`src/hw/rtl/mahf_pkg.sv`:
```
// ----------------------------------------------------------------------------
// MPEG audio header finder package
// Transfer types, header codes and the standard rate tables.
// ----------------------------------------------------------------------------
`timescale 1ns / 1ps
`default_nettype none

package mahf_pkg;

    localparam int OFFSET_WIDTH_DEF = 24;
    localparam int OFFSET_OUT_W     = 24;
    localparam int PROD_W           = 27;
    localparam int QUO_W            = 11;

    localparam logic [1:0] VER_MPEG25   = 2'd0;
    localparam logic [1:0] VER_RESERVED = 2'd1;
    localparam logic [1:0] VER_MPEG2    = 2'd2;
    localparam logic [1:0] VER_MPEG1    = 2'd3;

    localparam logic [1:0] LAYER_RESERVED = 2'd0;
    localparam logic [1:0] LAYER_III      = 2'd1;
    localparam logic [1:0] LAYER_II       = 2'd2;
    localparam logic [1:0] LAYER_I        = 2'd3;

    localparam logic [1:0] CHM_JOINT  = 2'd1;
    localparam logic [1:0] SIDX_RSV   = 2'd3;
    localparam logic [3:0] BIDX_FREE  = 4'd0;
    localparam logic [3:0] BIDX_BAD   = 4'd15;

    localparam logic [7:0] SYNC_BYTE  = 8'hFF;
    localparam logic [2:0] SYNC_TOP   = 3'b111;

    typedef enum logic [2:0] {
        HDR_OK          = 3'd0,
        HDR_FREE_RATE   = 3'd1,
        HDR_BAD_RATE    = 3'd2,
        HDR_RSV_RATE    = 3'd3,
        HDR_RSV_VERSION = 3'd4,
        HDR_RSV_LAYER   = 3'd5
    } hdr_status_t;

    typedef struct packed {
        logic [7:0] data_byte;
        logic       stream_start;
    } mahf_in_t;

    typedef struct packed {
        logic [OFFSET_OUT_W-1:0] header_offset;
        logic [1:0]              mpeg_version;
        logic [1:0]              layer_code;
        logic [8:0]              bitrate_kbps;
        logic [15:0]             sample_rate_hz;
        logic [QUO_W-1:0]        frame_bytes;
        logic [2:0]              header_status;
        logic                    padding;
        logic [1:0]              chan_mode;
        logic [1:0]              mode_ext;
        logic [3:0]              misc_flags;
        logic [1:0]              emphasis;
    } mahf_out_t;

    localparam logic [8:0] RATE_V1_L1 [16] = '{
        9'd0, 9'd32, 9'd64, 9'd96, 9'd128, 9'd160, 9'd192, 9'd224,
        9'd256, 9'd288, 9'd320, 9'd352, 9'd384, 9'd416, 9'd448, 9'd0};
    localparam logic [8:0] RATE_V1_L2 [16] = '{
        9'd0, 9'd32, 9'd48, 9'd56, 9'd64, 9'd80, 9'd96, 9'd112,
        9'd128, 9'd160, 9'd192, 9'd224, 9'd256, 9'd320, 9'd384, 9'd0};
    localparam logic [8:0] RATE_V1_L3 [16] = '{
        9'd0, 9'd32, 9'd40, 9'd48, 9'd56, 9'd64, 9'd80, 9'd96,
        9'd112, 9'd128, 9'd160, 9'd192, 9'd224, 9'd256, 9'd320, 9'd0};
    localparam logic [8:0] RATE_V2_L1 [16] = '{
        9'd0, 9'd32, 9'd48, 9'd56, 9'd64, 9'd80, 9'd96, 9'd112,
        9'd128, 9'd144, 9'd160, 9'd176, 9'd192, 9'd224, 9'd256, 9'd0};
    localparam logic [8:0] RATE_V2_L23 [16] = '{
        9'd0, 9'd8, 9'd16, 9'd24, 9'd32, 9'd40, 9'd48, 9'd56,
        9'd64, 9'd80, 9'd96, 9'd112, 9'd128, 9'd144, 9'd160, 9'd0};
    localparam logic [15:0] BASE_RATE [4] = '{16'd44100, 16'd48000, 16'd32000, 16'd0};

    function automatic logic [8:0] bitrate_lookup(input logic [1:0] ver,
                                                  input logic [1:0] lay,
                                                  input logic [3:0] bidx);
        logic [8:0] rate;
        rate = 9'd0;
        if (ver != VER_RESERVED && lay != LAYER_RESERVED) begin
            if (ver == VER_MPEG1) begin
                case (lay)
                    LAYER_I:  rate = RATE_V1_L1[bidx];
                    LAYER_II: rate = RATE_V1_L2[bidx];
                    default:  rate = RATE_V1_L3[bidx];
                endcase
            end else if (lay == LAYER_I) begin
                rate = RATE_V2_L1[bidx];
            end else begin
                rate = RATE_V2_L23[bidx];
            end
        end
        return rate;
    endfunction

    function automatic logic [15:0] sample_rate_lookup(input logic [1:0] ver,
                                                       input logic [1:0] sidx);
        logic [15:0] rate;
        case (ver)
            VER_MPEG1: rate = BASE_RATE[sidx];
            VER_MPEG2: rate = BASE_RATE[sidx] >> 1;
            VER_MPEG25: rate = BASE_RATE[sidx] >> 2;
            default:   rate = 16'd0;
        endcase
        return rate;
    endfunction

    // Frame size numerator constant, already divided by the version divisor.
    function automatic logic [17:0] frame_const(input logic [1:0] ver,
                                                input logic [1:0] lay);
        logic [17:0] k;
        k = (lay == LAYER_I) ? 18'd48000 : 18'd144000;
        case (ver)
            VER_MPEG1: frame_const = k;
            VER_MPEG2: frame_const = k >> 1;
            default:   frame_const = k >> 2;
        endcase
    endfunction

endpackage

`default_nettype wire

```
`src/hw/rtl/mpeg_audio_header_finder.sv`:
```
// ----------------------------------------------------------------------------
// MPEG audio header finder
// Scans a byte stream for the first frame sync and decodes that header.
// ----------------------------------------------------------------------------
// The input channel takes one byte per transfer, with stream_start marking the
// first byte of a file. While searching, the block takes one byte every cycle.
// The transfer that completes a four-byte header starts the decode, and the
// input stalls until the decode has finished. A header with a valid status
// runs a bit-serial divider for the frame size: the table lookup and multiply
// come first, then the divider steps, then the output register is loaded.
// Headers with a nonzero status skip the divider and go straight from the
// lookup to the output register.
// After a header the block accepts and drops bytes until the next
// stream_start, also while a result waits in the output register. If the
// receiver stalls with a result pending, the next decode holds in its last
// step until the output register is free.
// Reset clears the search state; the block then waits for the first byte.
// ----------------------------------------------------------------------------
`timescale 1ns / 1ps
`default_nettype none

module mpeg_audio_header_finder
    import mahf_pkg::*;
#(
    parameter int OFFSET_WIDTH = OFFSET_WIDTH_DEF
) (
    input  wire logic      aclk,
    input  wire logic      aresetn,
    input  wire logic      s_valid,
    output logic           s_ready,
    input  wire mahf_in_t  s_data,
    output logic           m_valid,
    input  wire logic      m_ready,
    output mahf_out_t      m_data
);

    localparam int EXT_W = (OFFSET_WIDTH > OFFSET_OUT_W) ? OFFSET_WIDTH : OFFSET_OUT_W;
    localparam int CNT_W = $clog2(PROD_W);
    localparam logic [CNT_W-1:0] CNT_LAST = CNT_W'(PROD_W - 1);
    localparam logic [OFFSET_WIDTH-1:0] POS_MAX = '1;

    typedef enum logic [2:0] {
        ST_SCAN,
        ST_MUL,
        ST_DIV,
        ST_OUT,
        ST_DONE
    } state_t;

    state_t                  state_reg;
    logic [23:0]             window_reg;
    logic [1:0]              fill_reg;
    logic [OFFSET_WIDTH-1:0] pos_reg;
    logic [7:0]              b1_reg;
    logic [7:0]              b2_reg;
    logic [7:0]              b3_reg;
    logic [OFFSET_OUT_W-1:0] offset_reg;
    logic [8:0]              brate_reg;
    logic [15:0]             srate_reg;
    hdr_status_t             status_reg;
    logic [PROD_W-1:0]       num_reg;
    logic [15:0]             rem_reg;
    logic [QUO_W-1:0]        quo_reg;
    logic [CNT_W-1:0]        cnt_reg;
    logic                    m_valid_reg;
    mahf_out_t               m_data_reg;

    logic                    in_xfer;
    logic                    sync_hit;
    logic [EXT_W-1:0]        pos_ext;
    logic [1:0]              ver;
    logic [1:0]              lay;
    logic [3:0]              bidx;
    logic [1:0]              sidx;
    logic [8:0]              brate;
    logic [15:0]             srate;
    hdr_status_t             status;
    logic [16:0]             rem_shift;
    logic [16:0]             rem_diff;
    logic                    rem_ge;
    logic                    out_free;
    mahf_out_t               result;

    assign s_ready  = state_reg inside {ST_SCAN, ST_DONE};
    assign in_xfer  = s_valid && s_ready;
    assign m_valid  = m_valid_reg;
    assign m_data   = m_data_reg;
    assign out_free = !m_valid_reg || m_ready;

    assign sync_hit = (fill_reg == 2'd3) && (window_reg[23:16] == SYNC_BYTE)
                   && (window_reg[15:13] == SYNC_TOP);
    assign pos_ext  = EXT_W'(pos_reg);

    assign ver  = b1_reg[4:3];
    assign lay  = b1_reg[2:1];
    assign bidx = b2_reg[7:4];
    assign sidx = b2_reg[3:2];

    always_comb begin
        brate = bitrate_lookup(ver, lay, bidx);
        srate = sample_rate_lookup(ver, sidx);
        if (ver == VER_RESERVED) begin
            status = HDR_RSV_VERSION;
        end else if (lay == LAYER_RESERVED) begin
            status = HDR_RSV_LAYER;
        end else if (sidx == SIDX_RSV) begin
            status = HDR_RSV_RATE;
        end else if (bidx == BIDX_BAD) begin
            status = HDR_BAD_RATE;
        end else if (bidx == BIDX_FREE) begin
            status = HDR_FREE_RATE;
        end else begin
            status = HDR_OK;
        end
    end

    assign rem_shift = {rem_reg, num_reg[PROD_W-1]};
    assign rem_diff  = rem_shift - {1'b0, srate_reg};
    assign rem_ge    = rem_shift >= {1'b0, srate_reg};

    always_comb begin
        result.header_offset  = offset_reg;
        result.mpeg_version   = ver;
        result.layer_code     = lay;
        result.bitrate_kbps   = brate_reg;
        result.sample_rate_hz = srate_reg;
        result.frame_bytes    = (status_reg == HDR_OK) ? quo_reg + QUO_W'(b2_reg[1])
                                                       : '0;
        result.header_status  = status_reg;
        result.padding        = b2_reg[1];
        result.chan_mode      = b3_reg[7:6];
        result.mode_ext       = (b3_reg[7:6] == CHM_JOINT) ? b3_reg[5:4] : 2'd0;
        result.misc_flags     = {b3_reg[2], b3_reg[3], b2_reg[0], b1_reg[0]};
        result.emphasis       = b3_reg[1:0];
    end

    always_ff @(posedge aclk) begin
        if (!aresetn) begin
            state_reg   <= ST_SCAN;
            window_reg  <= '0;
            fill_reg    <= '0;
            pos_reg     <= '0;
            m_valid_reg <= 1'b0;
        end else begin
            if (state_reg == ST_OUT && out_free) begin
                m_valid_reg <= 1'b1;
            end else if (m_ready) begin
                m_valid_reg <= 1'b0;
            end
            case (state_reg)
                ST_SCAN, ST_DONE: begin
                    if (in_xfer) begin
                        if (s_data.stream_start) begin
                            window_reg <= {16'd0, s_data.data_byte};
                            fill_reg   <= 2'd1;
                            pos_reg    <= '0;
                            state_reg  <= ST_SCAN;
                        end else if (state_reg == ST_SCAN) begin
                            if (fill_reg != 2'd3) begin
                                window_reg <= {window_reg[15:0], s_data.data_byte};
                                fill_reg   <= fill_reg + 2'd1;
                            end else if (sync_hit) begin
                                b1_reg     <= window_reg[15:8];
                                b2_reg     <= window_reg[7:0];
                                b3_reg     <= s_data.data_byte;
                                offset_reg <= pos_ext[OFFSET_OUT_W-1:0];
                                state_reg  <= ST_MUL;
                            end else begin
                                window_reg <= {window_reg[15:0], s_data.data_byte};
                                if (pos_reg != POS_MAX) begin
                                    pos_reg <= pos_reg + OFFSET_WIDTH'(1);
                                end
                            end
                        end
                    end
                end
                ST_MUL: begin
                    brate_reg  <= brate;
                    srate_reg  <= srate;
                    status_reg <= status;
                    num_reg    <= PROD_W'(frame_const(ver, lay)) * PROD_W'(brate);
                    rem_reg    <= '0;
                    quo_reg    <= '0;
                    cnt_reg    <= '0;
                    state_reg  <= (status == HDR_OK) ? ST_DIV : ST_OUT;
                end
                ST_DIV: begin
                    rem_reg <= rem_ge ? rem_diff[15:0] : rem_shift[15:0];
                    quo_reg <= {quo_reg[QUO_W-2:0], rem_ge};
                    num_reg <= {num_reg[PROD_W-2:0], 1'b0};
                    cnt_reg <= cnt_reg + CNT_W'(1);
                    if (cnt_reg == CNT_LAST) begin
                        state_reg <= ST_OUT;
                    end
                end
                ST_OUT: begin
                    if (out_free) begin
                        m_data_reg  <= result;
                        state_reg   <= ST_DONE;
                    end
                end
                default: begin
                    state_reg <= ST_SCAN;
                end
            endcase
        end
    end

    a_frame_only_ok: assert property (@(posedge aclk) disable iff (!aresetn)
        m_valid |-> (m_data.header_status == HDR_OK || m_data.frame_bytes == '0))
        else $error("frame size given for a header with nonzero status");

    a_hit_starts_decode: assert property (@(posedge aclk) disable iff (!aresetn)
        (in_xfer && state_reg == ST_SCAN && sync_hit && !s_data.stream_start)
        |=> state_reg == ST_MUL)
        else $error("sync found without starting the decode");

    a_div_nonzero: assert property (@(posedge aclk) disable iff (!aresetn)
        state_reg == ST_DIV |-> srate_reg != 16'd0)
        else $error("divider running with a zero sample rate");

    a_div_length: assert property (@(posedge aclk) disable iff (!aresetn)
        (state_reg == ST_DIV && cnt_reg == CNT_LAST) |=> state_reg == ST_OUT)
        else $error("divider did not finish after its last step");

endmodule

`default_nettype wire

```
`config.mk`:
```
export PLATFORM = sky130hd
export DESIGN_NAME = mpeg_audio_header_finder
export DESIGN_NICKNAME = d
export VERILOG_FILES = /design/src/hw/rtl/mahf_pkg.sv /design/src/hw/rtl/mpeg_audio_header_finder.sv
export SDC_FILE = /design/constraint.sdc
export NUM_CORES = 1
export LEC_CHECK = 0
export BUFFER_PORTS_ARGS = -buffer_cell sky130_fd_sc_hd__buf_2
export CAP_MARGIN = 0
export CORE_MARGIN = 4
export CORE_UTILIZATION = 55
export DETAILED_ROUTE_END_ITERATION = 6
export PLACE_DENSITY = 0.76
export SLEW_MARGIN = 10
export SYNTH_ARGS = -nofsm -noshare
export SYNTH_HDL_FRONTEND = slang
export SYNTH_SLANG_ARGS = --single-unit
```
`constraint.sdc`:
```
create_clock -name aclk -period 6 [get_ports aclk]
set_clock_uncertainty 0.1 [all_clocks]
set_input_delay 0.6 -clock aclk [delete_from_list [all_inputs] [get_ports aclk]]
set_output_delay 0.6 -clock aclk [all_outputs]
set_load 0.05 [all_outputs]
```
==> results.toml, run 1 <==
[yosys]
synth-main-ff-cell = "edfxtp_1"
ys_types = 87
syn_inst = 1231
avgSynthCellArea_um2 = 10.98
yosys_warnings = 0
synth-async-reset-ratio_pct = 0
seq_area_frac_synth_pct = 50.65
synth-edff-count = 192
synth-seq-cells = 246
syn_area_um2 = 13520

[detailed_routing]
drt_first_pass_iters = 5
remaining_drc_errors = 0
via_per_inst = 5.691
ant_nets = 0
drt_iter0_markers = 694
wl_per_cell_um = 17.12
vias = 9532
routed_wl_um = 28680

[grt]
grt_pass1_vias = 9229
antenna_found_initial = 1
grtUsageMet3_pct = 3.893
grt_max_degree = 52
overflow = 0
grt_pass1_wl_um = 47060
track_usage_pct = 21.45
grtUsageMet1_pct = 30.59
met2_usage_pct = 34.51
gr-max-usage-layer = "met2"

[cts]
numClockSinks = 246
clk_path_buf_depth = 3
cts_buffers = 26
ctsRootBufferMaster = "clkbuf_16"
clk_latency_ns = 0.55
cts_tree = "yes"
holdBufCountCts = 0
cts_max_level = 1
cts.clk_slew.worst_paths_ns = 0.06

[finish]
finalCoreUtilization_pct = 63.43
largest_reg_flops = 73
area_growth_pct = 13.78
mostFrequentLayoutCell = "edfxtp_1"
fillers = 1918
drive_gt1_share_pct = 16.65
antenna_cells = 0
layout.nets = 1461
final_cells = 1675
final_cell_mix = "192 x edfxtp_1, 137 x nor2_1, 117 x nand2_1"

[setup_path]
r2r-start = "b2_reg[5]"
crit_top_cell = "fa_1"
cp_top_family = "adder cells"
worstPathRequired_ns = 6.25
path_cells = "inv_1 > ha_1 > nor2_1 > nor3b_1 > o311ai_1 > o21ai_0 > a21o_1 > inv_2 > nand3_1 > fa_1 > fa_1 > inv_1 > fa_1 > ha_1 > fa_1 > a211oi_2 > o21bai_1 > a21oi_2 > o21ai_1 > mux2i_1 > o31ai_1"
crit_slowest_cell = "fa_1"
worstPathMaxFanout = 8
startpoint_type = "flip-flop"
crit_type = "flip-flop to flip-flop"
worstPathArrival_ns = 5.95
cp-end-kind = "flip-flop"
slowest_delay_ns = 0.51
setup.worst_path.start = "b2_reg[5]"
path_buf_inv = 3

[power]
power_density_nw_per_um2 = 236.7
total_power_mw = 3.641
peakVddDrop_mv = 0.2960
p_leak_nw = 6.056

[placed_design]
port-buffer-count = 88
gp_congestion = 0.9180
post-dp-hpwl_um = 20360
place_inst = 1626

[sta]
slew_headroom_pct = 35.75
finalSetupViolations = 0
tns_ns = 0
fmax_mhz = 175.5
maxSlewViolCount = 0
rsz0062_at_grt = "false"
final_hold_viol_count = 0
timing.final.crit_share_pct = 94.97
whs_ns = 0.1447
min_period_ns = 5.698
tightest_slew_ns = 0.9627

[worst_hold_path]
min_path_type = "input pin to flip-flop"
hp-start = "s_data[1]"

[floorplan]
core_region_area_um2 = 24250
die_y_um = 164.8
initial_core_util_pct = 55.75
num_rows = 57
io_pins = 93
die_x_um = 164.8
dieArea_um2 = 27150

[job]
drv_cap = 0

[status]
outcome = "finished clean"
## cell families after synthesis
logic type      count (synthesis)  share of synthesized area [%]
other cells                     1                        0.02774
mux                             7                         0.5183
flops                         246                          50.65
buf+inv                       121                          3.897
fa+ha+maj                     117                          13.38
compound gates                239                          12.07
simple gates                  464                          17.12
xor+xnor                       36                          2.332
## worst register-to-register path, cell delays in order (launching register included)
cell and delay (ns):
edfxtp_1 0.44, inv_1 0.11, ha_1 0.21, nor2_1 0.15
nor3b_1 0.09, o311ai_1 0.23, o21ai_0 0.16, a21o_1 0.31
inv_2 0.11, nand3_1 0.10, fa_1 0.51, fa_1 0.49
inv_1 0.05, fa_1 0.47, ha_1 0.35, fa_1 0.50
a211oi_2 0.26, o21bai_1 0.13, a21oi_2 0.20, o21ai_1 0.13
mux2i_1 0.15, o31ai_1 0.26
## layer usage
metal	part of all wire, %	routed length (um)	vias up
met2	47	13610	315
met5	0.045	13	-
met3	7.0	1998	41
li1	-	-	4636
met4	1.7	501	2
met1	44	12550	4538
## cells in the mapped netlist (all sizes together), types with 17 or more instances
library cell  number  area (um^2)
edfxtp           192         5766
nor2             143        544.3
nand2            118        450.4
a21oi             77        392.9
ha                71        888.4
inv               59        221.5
dfxtp             54         1081
nand3             48        255.3
o21ai             48        247.7
fa                46        920.9
clkbuf            32        120.1
buf               30        185.2
xor2              23        201.4
and2              18        112.6
nand3b            18        135.1
nand4             18        112.6
a211oi            17        152.7
## area by class of cell
class	count	area, um^2	area share [%]
flip-flops and latches	246	6847	44.51
multi-input cells	868	6246	40.61
repair buffers	130	768.2	4.995
clock buffers	33	706.9	4.596
well taps	324	405.4	2.636
inverters	59	221.5	1.440
clock inverters	15	186.4	1.212
## stage by stage
stage | setup slack (ns) | instance area, um^2
after CTS | 0.09157 | 15330
after floorplan | 0.2144 | 13540
after global placement | 0.2345 | 14430
after detailed placement | 0.1018 | 14430
final | 0.3018 | 15380
after global routing | 0.01590 | 15380
## power by group
group	switching, mW	internal [mW]	leakage, nW
Combinational	0.0968	0.0437	3.46
Sequential	0.0136	1.84	2.16
Clock	0.673	0.972	0.438
Total	0.784	2.86	6.06
## final timing paths
kind	end	slack (ns)	depth (start not counted)
max	num_reg[24]	0.30	21
min	b3_reg[0]	0.14	1
min reg2reg	m_data[1]	0.31	0
max reg2reg	num_reg[24]	0.30	21
## what timing repair did
item / CTS / global route
buffers inserted: 0 / 1
setup endpoints to repair: 0 / 8
gates resized for setup: 0 / 13
Power figures use the tool's default switching activity.
==> run 2, diff against run 1 <==
ABC_AREA = 1   (was unset)
==> results.toml, run 2 <==
[cts]
clk_latency_ns = 0.54
cts_max_level = 1
ctsRootBufferMaster = "clkbuf_16"
clk_path_buf_depth = 3
holdBufCountCts = 0
cts.clk_slew.worst_paths_ns = 0.07
cts_tree = "yes"
numClockSinks = 246
cts_buffers = 26

[sta]
fmax_mhz = 177.2
maxSlewViolCount = 0
whs_ns = 0.1468
setup_ws_ns = 0.3570
timing.final.crit_share_pct = 94.05
tightest_slew_ns = 0.8312
tns_ns = 0
min_period_ns = 5.643
final_hold_viol_count = 0
slew_headroom_pct = 44.46
rsz0062_at_grt = "false"
finalSetupViolations = 0

[finish]
mostFrequentLayoutCell = "nand2_1"
final_cells = 1957
layout.nets = 1743
antenna_cells = 0
finalCoreUtilization_pct = 63.30
area_growth_pct = 12.24
finalInstanceArea_um2 = 15530
drive_gt1_share_pct = 11.27
final_cell_mix = "369 x nand2_1, 235 x nor2_1, 192 x edfxtp_1"
largest_reg_flops = 73

[yosys]
synth_area_leaders = "edfxtp_1 42%, nand2_1 10%, dfxtp_1 7.8%"
yosys-top-cells-count = "369 x nand2_1, 238 x nor2_1, 192 x edfxtp_1"
syn_inst = 1521
synth-edff-count = 192
avgSynthCellArea_um2 = 9.096
yosys_warnings = 0
seq_area_frac_synth_pct = 49.48
yosysTopAreaCellShare_pct = 41.67
ys_types = 49
syn_area_um2 = 13840
synth-main-ff-cell = "edfxtp_1"
yosysMostFrequentCell = "nand2_1"
synth_largest_area_cell = "edfxtp_1"
synth-async-reset-ratio_pct = 0
synth-seq-cells = 246

[power]
p_leak_nw = 6.747
total_power_mw = 3.634
peakVddDrop_mv = 0.2383
power_density_nw_per_um2 = 234.0

[setup_path]
startpoint_type = "flip-flop"
crit_type = "flip-flop to flip-flop"
worstPathRequired_ns = 6.19
worstPathArrival_ns = 5.83
crit_top_cell = "nand2_1"
worstPathMaxFanout = 12
cp-end-kind = "flip-flop"
crit_slowest_cell = "edfxtp_1"
slowest_delay_ns = 0.62
rr_worst_depth = 22
path_cells = "inv_2 > nand2_1 > o22ai_1 > o31ai_2 > nand3_2 > inv_2 > nand2_1 > fa_1 > fa_1 > inv_1 > fa_1 > ha_1 > fa_1 > nand3_1 > nand2_1 > nand2_1 > nand2_1 > nand2_1 > nand2_1 > or2_2 > nand3_1 > nand2_1"

[detailed_routing]
drt_first_pass_iters = 7
vias = 10440
via_per_inst = 5.334
ant_nets = 0
wl_per_cell_um = 15.51
remaining_drc_errors = 6
routed_wl_um = 30360
drt_iter0_markers = 814

[floorplan]
die_x_um = 166.6
io_pins = 93
initial_core_util_pct = 56.40
die_y_um = 166.6
dieArea_um2 = 27760
core_region_area_um2 = 24530
num_rows = 57

[grt]
grt_pass1_wl_um = 50850
grt_pass1_vias = 10280
track_usage_pct = 21.95
antenna_found_initial = 0
grt_max_degree = 52
overflow = 0

[placed_design]
placed_cell_area_um2 = 14570
place_inst = 1906
dpl_worst_slack_ns = 0.3978
port-buffer-count = 88
post-dp-hpwl_um = 21930
gp_congestion = 0.9226

[job]
drv_cap = 0

[worst_hold_path]
min_path_type = "input pin to flip-flop"
whs_path_depth = 1

[status]
violations = "design-rule violations"
outcome = "complete, but fails checks"
run 2: final timing paths:
kind / start / end / slack (ns)
max: b2_reg[7] / num_reg[20] / 0.36
min: s_data[6] / b3_reg[5] / 0.15
min reg2reg: b3_reg[3] / m_data[4] / 0.32
max reg2reg: b2_reg[7] / num_reg[20] / 0.36
run 2: cell families after synthesis:
logic type / share of synthesized area, %
compound gates: 6.466
xor+xnor: 1.709
fa+ha+maj: 13.08
buf+inv: 6.439
flops: 49.48
other cells: 0.02710
simple gates: 22.80
run 2: report_power, final:
part | switching (mW) | leakage [nW] | total, mW | internal (mW)
Sequential | 0.00899 | 2.29 | 1.84 | 1.83
Clock | 0.679 | 0.457 | 1.71 | 1.03
Combinational | 0.0638 | 4.00 | 0.0864 | 0.0226
run 2: layout make-up:
type,instances,area [um^2]
fillers,2045,9005
flip-flops and latches,246,6847
multi-input cells,1065,6153
clock buffers,35,767.0
inverters,172,650.6
repair buffers,102,545.5
well taps,324,405.4
clock inverters,13,160.2
run 2: what timing repair did:
| action | CTS | global route |
|---|---|---|
| endpoints found under the setup margin | 0 | 1 |
| resized for setup | 0 | 1 |
| setup buffers | 0 | 3 |
run 2: critical path, delay by kind of cell (launching register included):
kind / cells / cell delay [ns]
fa+ha+maj: 5 / 2.34
simple gates: 12 / 1.50
flops: 1 / 0.62
compound gates: 2 / 0.44
buf+inv: 3 / 0.38
run 2: per-layer routing:
metal | GRT usage [%] | part of all wire (%) | wire length, um
met3 | 3.413 | 5.2 | 1591
met5 | 0 | 0 | 0
met1 | 28.95 | 43 | 13120
met4 | 7.969 | 4.0 | 1214
met2 | 37.06 | 48 | 14440
